--- config.mk ---
export PLATFORM = sky130hd
export DESIGN_NAME = morse_code_decoder_top
export DESIGN_NICKNAME = d
export VERILOG_FILES = /design/src/rtl/core/mcd_pkg.sv /design/src/rtl/core/morse_code_decoder_top.sv
export SDC_FILE = /design/constraint.sdc
export NUM_CORES = 1
export LEC_CHECK = 0
export BUFFER_PORTS_ARGS = -buffer_cell sky130_fd_sc_hd__buf_4
export CAP_MARGIN = 10
export CORE_MARGIN = 2
export CORE_UTILIZATION = 55
export DETAILED_ROUTE_END_ITERATION = 6
export GPL_TIMING_DRIVEN = 0
export HOLD_SLACK_MARGIN = 0.12
export PLACE_DENSITY = 0.79
export SYNTH_ARGS = -nofsm -noshare
export SYNTH_HDL_FRONTEND = slang
export SYNTH_SLANG_ARGS = --single-unit
--- constraint.sdc ---
create_clock -name clock -period 6.43 [get_ports clock]
set_input_delay 1.6075 -clock clock [delete_from_list [all_inputs] [get_ports clock]]
set_output_delay 1.6075 -clock clock [all_outputs]
set_load 0.02 [all_outputs]
--- src/rtl/core/mcd_pkg.sv ---
// ----------------------------------------------------------------------------
// mcd_pkg
// Constants and code table for the Morse code decoder.
// ----------------------------------------------------------------------------
package mcd_pkg;

   localparam int MaxSymbolsDefault = 6;

   // Longest code held in the table
   localparam int CodeWidth = 5;
   localparam int IndexWidth = CodeWidth + 1;

   localparam logic [7:0] CharHash  = 8'h23;
   localparam logic [7:0] CharSlash = 8'h2F;
   localparam logic [7:0] CharDot   = 8'h2E;
   localparam logic [7:0] CharDash  = 8'h2D;
   localparam logic [7:0] CharSpace = 8'h20;
   localparam logic [7:0] CharNone  = 8'h00;

   // Index is a leading marker one followed by the code, first symbol MSB,
   // dash = 1. Returns CharNone for codes outside the table.
   function automatic logic [7:0] code_lookup(input logic [IndexWidth-1:0] index);
      logic [7:0] c;
      unique case (index)
         6'd2:    c = "E";
         6'd3:    c = "T";
         6'd4:    c = "I";
         6'd5:    c = "A";
         6'd6:    c = "N";
         6'd7:    c = "M";
         6'd8:    c = "S";
         6'd9:    c = "U";
         6'd10:   c = "R";
         6'd11:   c = "W";
         6'd12:   c = "D";
         6'd13:   c = "K";
         6'd14:   c = "G";
         6'd15:   c = "O";
         6'd16:   c = "H";
         6'd17:   c = "V";
         6'd18:   c = "F";
         6'd20:   c = "L";
         6'd22:   c = "P";
         6'd23:   c = "J";
         6'd24:   c = "B";
         6'd25:   c = "X";
         6'd26:   c = "C";
         6'd27:   c = "Y";
         6'd28:   c = "Z";
         6'd29:   c = "Q";
         6'd32:   c = "5";
         6'd33:   c = "4";
         6'd35:   c = "3";
         6'd39:   c = "2";
         6'd40:   c = "&";
         6'd42:   c = "+";
         6'd47:   c = "1";
         6'd48:   c = "6";
         6'd49:   c = "=";
         6'd50:   c = "/";
         6'd54:   c = "(";
         6'd56:   c = "7";
         6'd60:   c = "8";
         6'd62:   c = "9";
         6'd63:   c = "0";
         default: c = CharNone;
      endcase
      return c;
   endfunction

endpackage

--- src/rtl/core/morse_code_decoder_top.sv ---
// ----------------------------------------------------------------------------
// morse_code_decoder_top
// Collects dots and dashes from a byte stream and decodes them to ASCII.
// ----------------------------------------------------------------------------
//
//   channel   direction  ports                                  role
//   req_      in         req_symbol[7:0], req_end_of_input      text byte / flush
//   rsp_      out        rsp_character[7:0]                     decoded character
//
// One byte is taken every cycle unless the result register is held full.
// The pending-code update and the table lookup are combinational logic in
// front of the result register, so a decoded character appears in the
// cycle after the byte that ends it. The result register is the only buffer:
// a new byte is taken whenever it is empty or being drained in the same
// cycle. Synchronous reset clears the pending code and the result valid flag.
//
module morse_code_decoder_top #(
   parameter int MAX_SYMBOLS = mcd_pkg::MaxSymbolsDefault
) (
   input  logic       clock,
   input  logic       reset,

   input  logic       req_valid,
   output logic       req_ready,
   input  logic [7:0] req_symbol,
   input  logic       req_end_of_input,

   output logic       rsp_valid,
   input  logic       rsp_ready,
   output logic [7:0] rsp_character
);

   import mcd_pkg::*;

   localparam int CountWidth = $clog2(MAX_SYMBOLS + 1);
   localparam logic [CountWidth-1:0] CountFull = CountWidth'(MAX_SYMBOLS);
   localparam logic [CountWidth-1:0] CountMaxCode = CountWidth'(CodeWidth);

   // Pending code state
   logic [CodeWidth-1:0]  code_ff, code_in;
   logic [CountWidth-1:0] count_ff, count_in;
   logic                  invalid_ff, invalid_in;
   logic                  slash_first_ff, slash_first_in;

   // Result register
   logic                  rsp_valid_ff, rsp_valid_in;
   logic [7:0]            rsp_char_ff, rsp_char_in;

   logic                  accept;
   logic                  is_dot, is_dash, is_slash, is_space;
   logic [IndexWidth-1:0] table_index;
   logic [7:0]            table_char;
   logic [7:0]            decoded;

   assign req_ready     = !rsp_valid_ff || rsp_ready;
   assign accept        = req_valid && req_ready;
   assign rsp_valid     = rsp_valid_ff;
   assign rsp_character = rsp_char_ff;

   assign is_dot   = (req_symbol == CharDot);
   assign is_dash  = (req_symbol == CharDash);
   assign is_slash = (req_symbol == CharSlash);
   assign is_space = (req_symbol == CharSpace);

   // Marker one above the code; upper code bits stay zero for short codes
   assign table_index = (IndexWidth'(1) << count_ff) | {1'b0, code_ff};
   assign table_char  = code_lookup(table_index);

   // Decode of whatever is pending now
   always_comb begin
      if (invalid_ff) begin
         decoded = CharHash;
      end else if (slash_first_ff) begin
         decoded = (count_ff == CountWidth'(1)) ? CharSpace : CharHash;
      end else if (count_ff != '0 && count_ff <= CountMaxCode && table_char != CharNone) begin
         decoded = table_char;
      end else begin
         decoded = CharHash;
      end
   end

   always_comb begin
      code_in        = code_ff;
      count_in       = count_ff;
      invalid_in     = invalid_ff;
      slash_first_in = slash_first_ff;
      rsp_valid_in   = rsp_valid_ff && !rsp_ready;
      rsp_char_in    = rsp_char_ff;

      if (accept) begin
         if (req_end_of_input || count_ff >= CountFull || is_space) begin
            // Flush: emit one character and clear the pending code.
            // A full buffer gives '#' whatever the byte is.
            rsp_valid_in   = 1'b1;
            rsp_char_in    = (!req_end_of_input && count_ff >= CountFull) ? CharHash
                                                                          : decoded;
            code_in        = '0;
            count_in       = '0;
            invalid_in     = 1'b0;
            slash_first_in = 1'b0;
         end else begin
            if (is_slash) begin
               if (count_ff == '0) begin
                  slash_first_in = 1'b1;
               end else begin
                  invalid_in = 1'b1;
               end
            end else if (!is_dot && !is_dash) begin
               invalid_in = 1'b1;
            end
            code_in  = {code_ff[CodeWidth-2:0], is_dash};
            count_in = count_ff + CountWidth'(1);
         end
      end
   end

   always_ff @(posedge clock) begin
      if (reset) begin
         code_ff        <= '0;
         count_ff       <= '0;
         invalid_ff     <= 1'b0;
         slash_first_ff <= 1'b0;
         rsp_valid_ff   <= 1'b0;
      end else begin
         code_ff        <= code_in;
         count_ff       <= count_in;
         invalid_ff     <= invalid_in;
         slash_first_ff <= slash_first_in;
         rsp_valid_ff   <= rsp_valid_in;
      end
      rsp_char_ff <= rsp_char_in;
   end

endmodule

# Word level (Yosys, flattened, before mapping)

Memory sizes are Yosys's and may differ from the RTL's.
Index checks and enable logic that the tools add are counted.

Bits in registers: 19
Memory bits (read-only): 448
Input bits: 13
Output and inout bits: 10
Logic and storage cells: 56
Memories: 1

$add $sub $neg: 1
Magnitude comparators: 2
Equal/unequal tests: 6
Shifts and indexed selects: 1
Muxes and demuxes: 14
Bitwise logic cells: 1
Reduce and logical (&&, ||, !) cells: 24

Memory list:

| name             | words | bits a word | rd ports | clocked after memory_dff | wr ports | line          | text |
|---|---|---|---|---|---|---|---|
| (name not given) | 64    | 7           | 1        | 0                        | 0        | mcd_pkg.sv:24 | `unique case (index)` |

Operators by type and width:

| operator              | count |
|---|---|
| $eq A8 B6 Y1 const B  | 4 |
| $mux W8               | 2 |
| $mux W1               | 9 |
| $reduce_bool A8 Y1    | 1 |
| $logic_and A1 B1 Y1   | 6 |
| $or A6 B5 Y6          | 1 |
| $reduce_and A3 Y1     | 2 |
| $reduce_bool A3 Y1    | 2 |
| $shl A1 B3 Y6 const A | 1 |
| $logic_not A1 Y1      | 5 |
| $mux W5               | 1 |
| $reduce_bool A2 Y1    | 2 |
| $add A3 B1 Y3 const B | 1 |
| $eq A3 B1 Y1 const B  | 1 |
| $ge A3 B3 Y1 const B  | 1 |
| $le A3 B3 Y1 const B  | 1 |
| $logic_not A3 Y1      | 1 |
| $logic_or A1 B1 Y1    | 3 |
| $mux W3               | 1 |
| $ne A3 B3 Y1 const B  | 1 |
| $mux W2               | 1 |
| $reduce_and A2 Y1     | 1 |
| $reduce_or A2 Y1      | 1 |

# Depth between registers and ports, before layout

Gate-level depths: netlist (run 1).
An unclocked memory read counts as a cell.

Word-level depth: 7
Depth in mapped cells: 13

# Worst setup path before layout (run 1)

No wires, ideal clock.

Kind: input port to output port
Start: in rsp_ready
End: out req_ready
Arrival: 1.850 ns
Required time: 4.822 ns
Slack: 2.972 ns
Cell stages on the path: 1
Cell sequence: nand2b_1

Longest elaborated chain between the ends: 1

Ends and longest elaborated chain:

| item               | line                         | text |
|---|---|---|
| start, declared    | morse_code_decoder_top.sv:29 | `input logic rsp_ready,` |
| $logic_or A1 B1 Y1 | morse_code_decoder_top.sv:55 | `assign req_ready = !rsp_valid_ff \|\| rsp_ready;` |
| end, declared      | morse_code_decoder_top.sv:24 | `output logic req_ready,` |

No other way between the ends.

# Worst setup path in the final report (run 1)

Same ends and word-level chain as after synthesis.

==> results of run 1 <==
[logic make-up (layout without fill, tap and decap cells)]
kind of cell    Yosys count  after routing  synth area share, %
compound gates           78             78                 31.3
mux                       2              2                 1.15
other cells               1              1                0.202
xor+xnor                  3              3                 1.42
buf+inv                  22             47                 7.41
flops                    18             18                 23.2
fa+ha+maj                13             13                 8.76
simple gates             88             88                 26.6
[critical path: stages]
cell	delay (ns)
buf_4	0.10
nand2b_1	0.17
buf_4	0.17
[final cells by class]
| type | instances | area (um2) |
|---|---|---|
| buffer | 13 | 103 |
| fill | 288 | 1190 |
| clock inverter | 1 | 3.75 |
| sequential | 18 | 430 |
| tap | 46 | 57.6 |
| timing repair buffer | 21 | 158 |
| clock buffer | 3 | 22.5 |
| multi-input combinational | 185 | 1290 |
| inverter | 9 | 35.0 |
[registers in the layout, indices dropped and copies added (netlist names)]
signal,flops
rsp_valid,1
rsp_character,7
code_ff,5
invalid_ff,1
slash_first_ff,1
count_ff,3
[layer usage]
layer / global-route usage, % / wire, um
met2: 41.4 / 2220
met3: 4.35 / 312
met4: 8.06 / 72
met5: 0 / 0
met1: 33.1 / 2040
[metrics by stage]
step / std cells / setup WS [ns] / utilization, %
after global placement: 292 / 2.77 / 63.1
after global routing: 296 / 2.73 / 63.9
final: 296 / 2.77 / 63.9
after CTS: 296 / 2.77 / 63.9
after detailed placement: 292 / 2.73 / 63.1
after floorplan: 225 / 2.97 / -
[cells in the mapped netlist (all sizes together) (2+ instances only)]
library cell,number
edfxtp,7
o21ai,6
buf,9
nand3,6
a221oi,2
a211oi,10
o31ai,2
nor2b,2
and2,3
o311ai,5
xnor2,3
nand2b,6
a21o,4
a311oi,2
a31oi,5
dfxtp,11
o22ai,5
nand2,30
a21oi,22
ha,13
or2,3
clkbuf,4
nand4,2
a211o,3
inv,8
nor4,2
nor2,26
o211ai,2
[final timing paths]
path | endpoint | slack [ns] | depth (start not counted) | from
max | req_ready | 2.77 | 3 | rsp_ready
max reg2reg | rsp_character[0] | 3.45 | 12 | count_ff[1]
min reg2reg | code_ff[4] | 0.53 | 2 | code_ff[3]
min | code_ff[4] | 0.53 | 2 | code_ff[3]
[power by group through the flow]
stage	Clock (mW)	Combinational, mW	Sequential (mW)
after floorplan	0	0.100	0.133
after global placement	0	0.137	0.130
after detailed placement	0	0.138	0.130
after CTS	0.0607	0.138	0.128
after global routing	0.0637	0.154	0.128
final	0.0588	0.140	0.128
==> summary.txt, run 1 <==
Floorplan
  • Starting Density: a little under three fifths
  • DIE WIDTH: just over 60 um
  • IO Count: 23
  • Core ar.: roughly 3300 um2
  • Std-Cell Rows: 21
  • Die height: 62.1 um
  • Die Area: 3860 um2

Worst setup path
  • Crit path arrival time: between 2 and 2.5 ns
  • Crit path required time: between 4 and 5 ns
  • Crit start category: input port
  • Crit path capture type: output pin
  • CP Class: in2out
  • Worst-path maximum fanout: 4

Power and ir drop
  • Share of total power in combinational logic: a little over two fifths
  • Int Power: a little over 0.2 mW
  • Switch share: between 30% and 40%
  • Pwr dens: 156 nW/um2
  • Tot Pwr: approximately 0.33 mW
  • LEAKAGE: ~0.84 nW
  • Peak VDD IR: about 0.00010 V
  • Power share of the clock group: 18.0%
  • Seq pwr share: ~39%
  • Switching power: 0.123 mW

Global route
  • GRT overflow: 0
  • Number of global-route vias before repair: between 1.5k and 2k
  • Largest net degree at the start of global routing: 11
  • Antenna violations before repair: 0
  • GRT Total Usage: between 20 and 25%
  • Global-route wire length before repair: between 7000 and 8000 um

Cells and area
  • Commonest non-fill, non-tap cell in the layout: nand2_1
  • Nets: 277
  • Most frequent cells in the layout: nand2_1, buf_4, nor2_1
  • Antenna Cells: 0
  • Share of cells above drive strength 1: between 20% and 30%
  • Post-Layout Inst Area: about 2100 um2
  • Area growth syn-to-layout: 13.0%

STA
  • Final slew viol count: 0
  • RSZ-0062 raised after global routing: false
  • Hold Vio Cnt, Final: 0
  • Hold WS: between 0.5 and 0.6 ns
  • Final setup fails: 0
  • Final min period: between 3 and 4 ns
  • Worst rel slew slack: between 40% and 50%
  • Worst-case clock skew: 0.00992 ns
  • Setup TNS: 0 ns
  • Slew @ Worst Pin: approximately 0.8 ns
  • FMAX: approximately 270 MHz
  • Fin crit share: about 57%

Clock tree
  • Clock Sinks: 18
  • CTS hold repair buffers: 0
  • CTS clk-pin slew, worst paths: ~0.1 ns
  • Post-CTS Setup Bufs: 0
  • CTS tree: yes
  • H-tree levels: 1
  • Skew-Pair Late Insertion Delay: roughly 0.30 ns
  • Clock Tree Root: clkbuf_4
  • Clk buf depth: 2
  • Post-cts gate resize count: 0
  • Num CTS Buffers: 3

Logic synthesis
  • Synth Warn #: 0
  • Cell Area, Synth: around 1900 um2
  • Syn nets: approximately 250
  • #FFs+latches synth: 18
  • Yosys cell types: 67
  • FFs w/ async S/R, synth: 0%
  • Syn avg cell area: ~8.3 um2
  • Number of synthesized flops with an enable pin: 7
  • Yosys top cell area share: a little under an eighth
  • Synth area leader: dfxtp_1
  • Sequential area share after synthesis: 23.2%
  • Mapped Cells: approximately 230
  • Ranking of synthesized cells by area: dfxtp_1, edfxtp_1, ha_1, a21oi_1, nand2_1
  • Primary FF master, synth: dfxtp_1

Detailed routing
  • Total number of vias: around 1.8k
  • Post-route ant nets: 0
  • Routed length per instance: around 16 um
  • Iteration-0 DRC Markers: 232
  • DRT Pass-1 Iters: 5
  • Drt drc: 0
  • Post-Route WL: around 4600 um
  • Via density: around 6.2

Outcome
  • Run status: completed

Worst hold path
  • HP Class: reg2reg

Placed design
  • I/O Buffers: 21
  • Gpl congestion: 0.981
  • Detailed Place HPWL: 3430 um
  • Placed cell areas: between 2000 and 2500 um2

Flow run
  • Max-cap violations: 0
Power figures use the tool's default switching activity.
==> inputs of run 2 (changes only) <==
--- a/config.mk
+++ b/config.mk
@@ -8,11 +8,11 @@
 export BUFFER_PORTS_ARGS = -buffer_cell sky130_fd_sc_hd__buf_4
 export CAP_MARGIN = 10
 export CORE_MARGIN = 2
-export CORE_UTILIZATION = 55
+export CORE_UTILIZATION = 53
 export DETAILED_ROUTE_END_ITERATION = 6
 export GPL_TIMING_DRIVEN = 0
 export HOLD_SLACK_MARGIN = 0.12
-export PLACE_DENSITY = 0.79
+export PLACE_DENSITY = 0.8
 export SYNTH_ARGS = -nofsm -noshare
 export SYNTH_HDL_FRONTEND = slang
 export SYNTH_SLANG_ARGS = --single-unit
==> constraint.sdc (replaced) <==
create_clock -name clock -period 3.3 [get_ports clock]
set_input_delay 0.825 -clock clock [delete_from_list [all_inputs] [get_ports clock]]
set_output_delay 0.825 -clock clock [all_outputs]
set_load 0.02 [all_outputs]
==> summary.txt, run 2 (synthesis results as in run 1) <==
Worst setup path
  • CP Cell Sequence: inv_1 > ha_1 > nand2b_4 > nand2_4 > clkinv_2 > ha_1 > and4_1 > a211oi_1 > a311oi_1 > a211oi_1 > nand2_1 > o311ai_1
  • Crit path required time: 3.41 ns (-1.41 ns)
  • Capture point of the worst reg-to-reg path: rsp_character[5]
  • Crit path capture type: register
  • R2r startpoint: count_ff[1]
  • Crit start category: register
  • Reg2Reg Setup Slack: 0.33 ns (-3.12 ns)
  • R2R cell count: 12 (unchanged)
  • Worst-path maximum fanout: 10 (+6)
  • Critical path's top delay family: compound AO/OA/AOI/OAI gates
  • CP max stage delay: 0.39 ns (+0.22 ns)
  • Crit path max-delay cell type: a211oi_1
  • Worst Path Buf+Inv: 2 (unchanged)
  • CP Class: reg2reg
  • Crit path arrival time: 3.07 ns (+1.02 ns)

Cells and area
  • Share of cells above drive strength 1: 22.8% (unchanged)
  • Filler cells: 317 (+10%)
  • Nets: 277 (unchanged)
  • Post-Layout Inst Area: 2100 um2 (unchanged)
  • Most frequent cells in the layout: nand2_1, buf_4, nor2_1
  • Fin cells: 296 (unchanged)
  • Antenna Cells: 0 (unchanged)
  • Area growth syn-to-layout: 13.0% (unchanged)
  • Commonest non-fill, non-tap cell in the layout: nand2_1
  • Max FFs per register: 7 (unchanged)

Global route
  • Largest net degree at the start of global routing: 11 (unchanged)
  • Global-route wire length before repair: 8190 um (+2.8%)
  • Antenna violations before repair: 0 (unchanged)
  • GRT Total Usage: 24.7% (-0.22 points)
  • Number of global-route vias before repair: 1,719 (+2.3%)
  • GRT overflow: 0 (unchanged)

Floorplan
  • Core ar.: 3360 um2 (+2.4%)
  • Std-Cell Rows: 21 (unchanged)
  • Die height: 63.2 um (+1.7%)
  • Die Area: 3990 um2 (+3.5%)
  • DIE WIDTH: 63.2 um (+1.7%)
  • IO Count: 23 (unchanged)
  • Starting Density: 55.2% (-1.3 points)

STA
  • Final min period: roughly 3.0 ns
  • Setup TNS: 0 ns (unchanged)
  • RSZ-0062 raised after global routing: false
  • FMAX: between 300 and 400 MHz
  • Worst rel slew slack: 49.4% (+3.5 points)
  • Fin crit share: about nine tenths
  • Worst-case clock skew: 0.00275 ns (-0.00717 ns)
  • Final slew viol count: 0 (unchanged)
  • Hold Vio Cnt, Final: 0 (unchanged)
  • Final setup fails: 0 (unchanged)
  • Slew @ Worst Pin: 0.760 ns (-0.0523 ns)

Clock tree
  • Post-CTS Setup Bufs: 0 (unchanged)
  • CTS hold repair buffers: 0 (unchanged)
  • Clk buf depth: 2 (unchanged)
  • Num CTS Buffers: 3 (unchanged)
  • Clock Sinks: 18 (unchanged)
  • CTS tree: yes
  • CTS clk-pin slew, worst paths: 0.10 ns (about the same)
  • Skew-Pair Late Insertion Delay: 0.29 ns (about the same)
  • H-tree levels: 1 (unchanged)
  • Clock Tree Root: clkbuf_4
  • Post-cts gate resize count: 0 (unchanged)

Power and ir drop
  • Pwr dens: 303 nW/um2 (+94%)
  • Tot Pwr: 0.636 mW (+94%)
  • LEAKAGE: 0.839 nW (unchanged)
  • Peak VDD IR: 0.000207 V (+100%)

Worst hold path
  • Worst Hold End: invalid_ff
  • Hold path cells: 2 (unchanged)
  • HP Class: reg2reg
  • Min-delay src: invalid_ff

Placed design
  • Detailed Place HPWL: 3460 um (+0.82%)
  • Placed cell count: 292 (unchanged)
  • I/O Buffers: 21 (unchanged)
  • Gpl congestion: 0.928 (-5.4%)
  • Placed cell areas: 2070 um2 (unchanged)

Flow run
  • Max-cap violations: 0 (unchanged)

Detailed routing
  • Via density: 6.11 (-0.77%)
  • DRT Pass-1 Iters: 5 (unchanged)
  • Total number of vias: 1,810 (-0.77%)
  • Routed length per instance: 16.1 um (+2.5%)
  • Post-route ant nets: 0 (unchanged)
  • Iteration-0 DRC Markers: 241 (+3.9%)
  • Drt drc: 0 (unchanged)
  • Post-Route WL: 4750 um (+2.5%)

Outcome
  • Run status: completed
run 2: cell counts in the layout (fill, tap and decap cells not counted):
Identical to the previous run, type by type.
run 2: worst register-to-register path, delay by kind of cell, from the launching register on:
family / cells / cell delay, ns
adder cells (fa/ha/maj): 2 / 0.59
flip-flops: 1 / 0.38
AND/OR/NAND/NOR: 4 / 0.58
buffers and inverters: 2 / 0.24
AO/OA/AOI/OAI: 4 / 0.99
run 2: cell type report:
type / instances / area [um2] / area share, %
Buffer: 13 / 103 / 4.89
Tap cell: 46 / 57.6 / 2.74
Clock inverter: 1 / 3.75 / 0.179
Sequential cell: 18 / 430 / 20.5
Clock buffer: 3 / 22.5 / 1.07
Timing Repair Buffer: 21 / 158 / 7.51
Multi-Input combinational cell: 185 / 1290 / 61.4
Inverter: 9 / 35.0 / 1.67
run 2: through the flow:
stage / utilization [%] / hold WS, ns / worst slack (ns)
floorplan: - / 0.460 / 0.824
global placement: 61.6 / 0.482 / 0.403
detailed placement: 61.6 / 0.512 / 0.381
CTS: 62.4 / 0.541 / 0.356
global route: 62.4 / 0.559 / 0.0591
finish: 62.4 / 0.546 / 0.331
run 2: layer usage:
metal | global-route usage, % | vias up | wire, um
met5 | 0 | - | 0
met4 | 7.34 | 0 | 127
met3 | 5.18 | 13 | 405
met2 | 37.8 | 94 | 2120
met1 | 35.1 | 817 | 2090
li1 | - | 886 | -
run 2: worst max path at each step:
stage / start / depth (start not counted) / slack, ns / endpoint
floorplan: count_ff[0] / 12 / 0.82 / rsp_character[0]
global placement: count_ff[1] / 12 / 0.40 / rsp_character[5]
detailed placement: count_ff[1] / 12 / 0.38 / rsp_character[5]
CTS: count_ff[1] / 12 / 0.36 / rsp_character[5]
global route: count_ff[1] / 12 / 0.06 / rsp_character[5]
finish: count_ff[1] / 12 / 0.33 / rsp_character[5]
run 2: power by group:
| group | leakage, nW | switching [mW] | total [mW] | internal (mW) |
|---|---|---|---|---|
| sequential | 0.153 | 0.00613 | 0.248 | 0.242 |
| combinational | 0.671 | 0.165 | 0.276 | 0.112 |
| clock | 0.0154 | 0.0670 | 0.111 | 0.0441 |
| total | 0.839 | 0.238 | 0.636 | 0.398 |
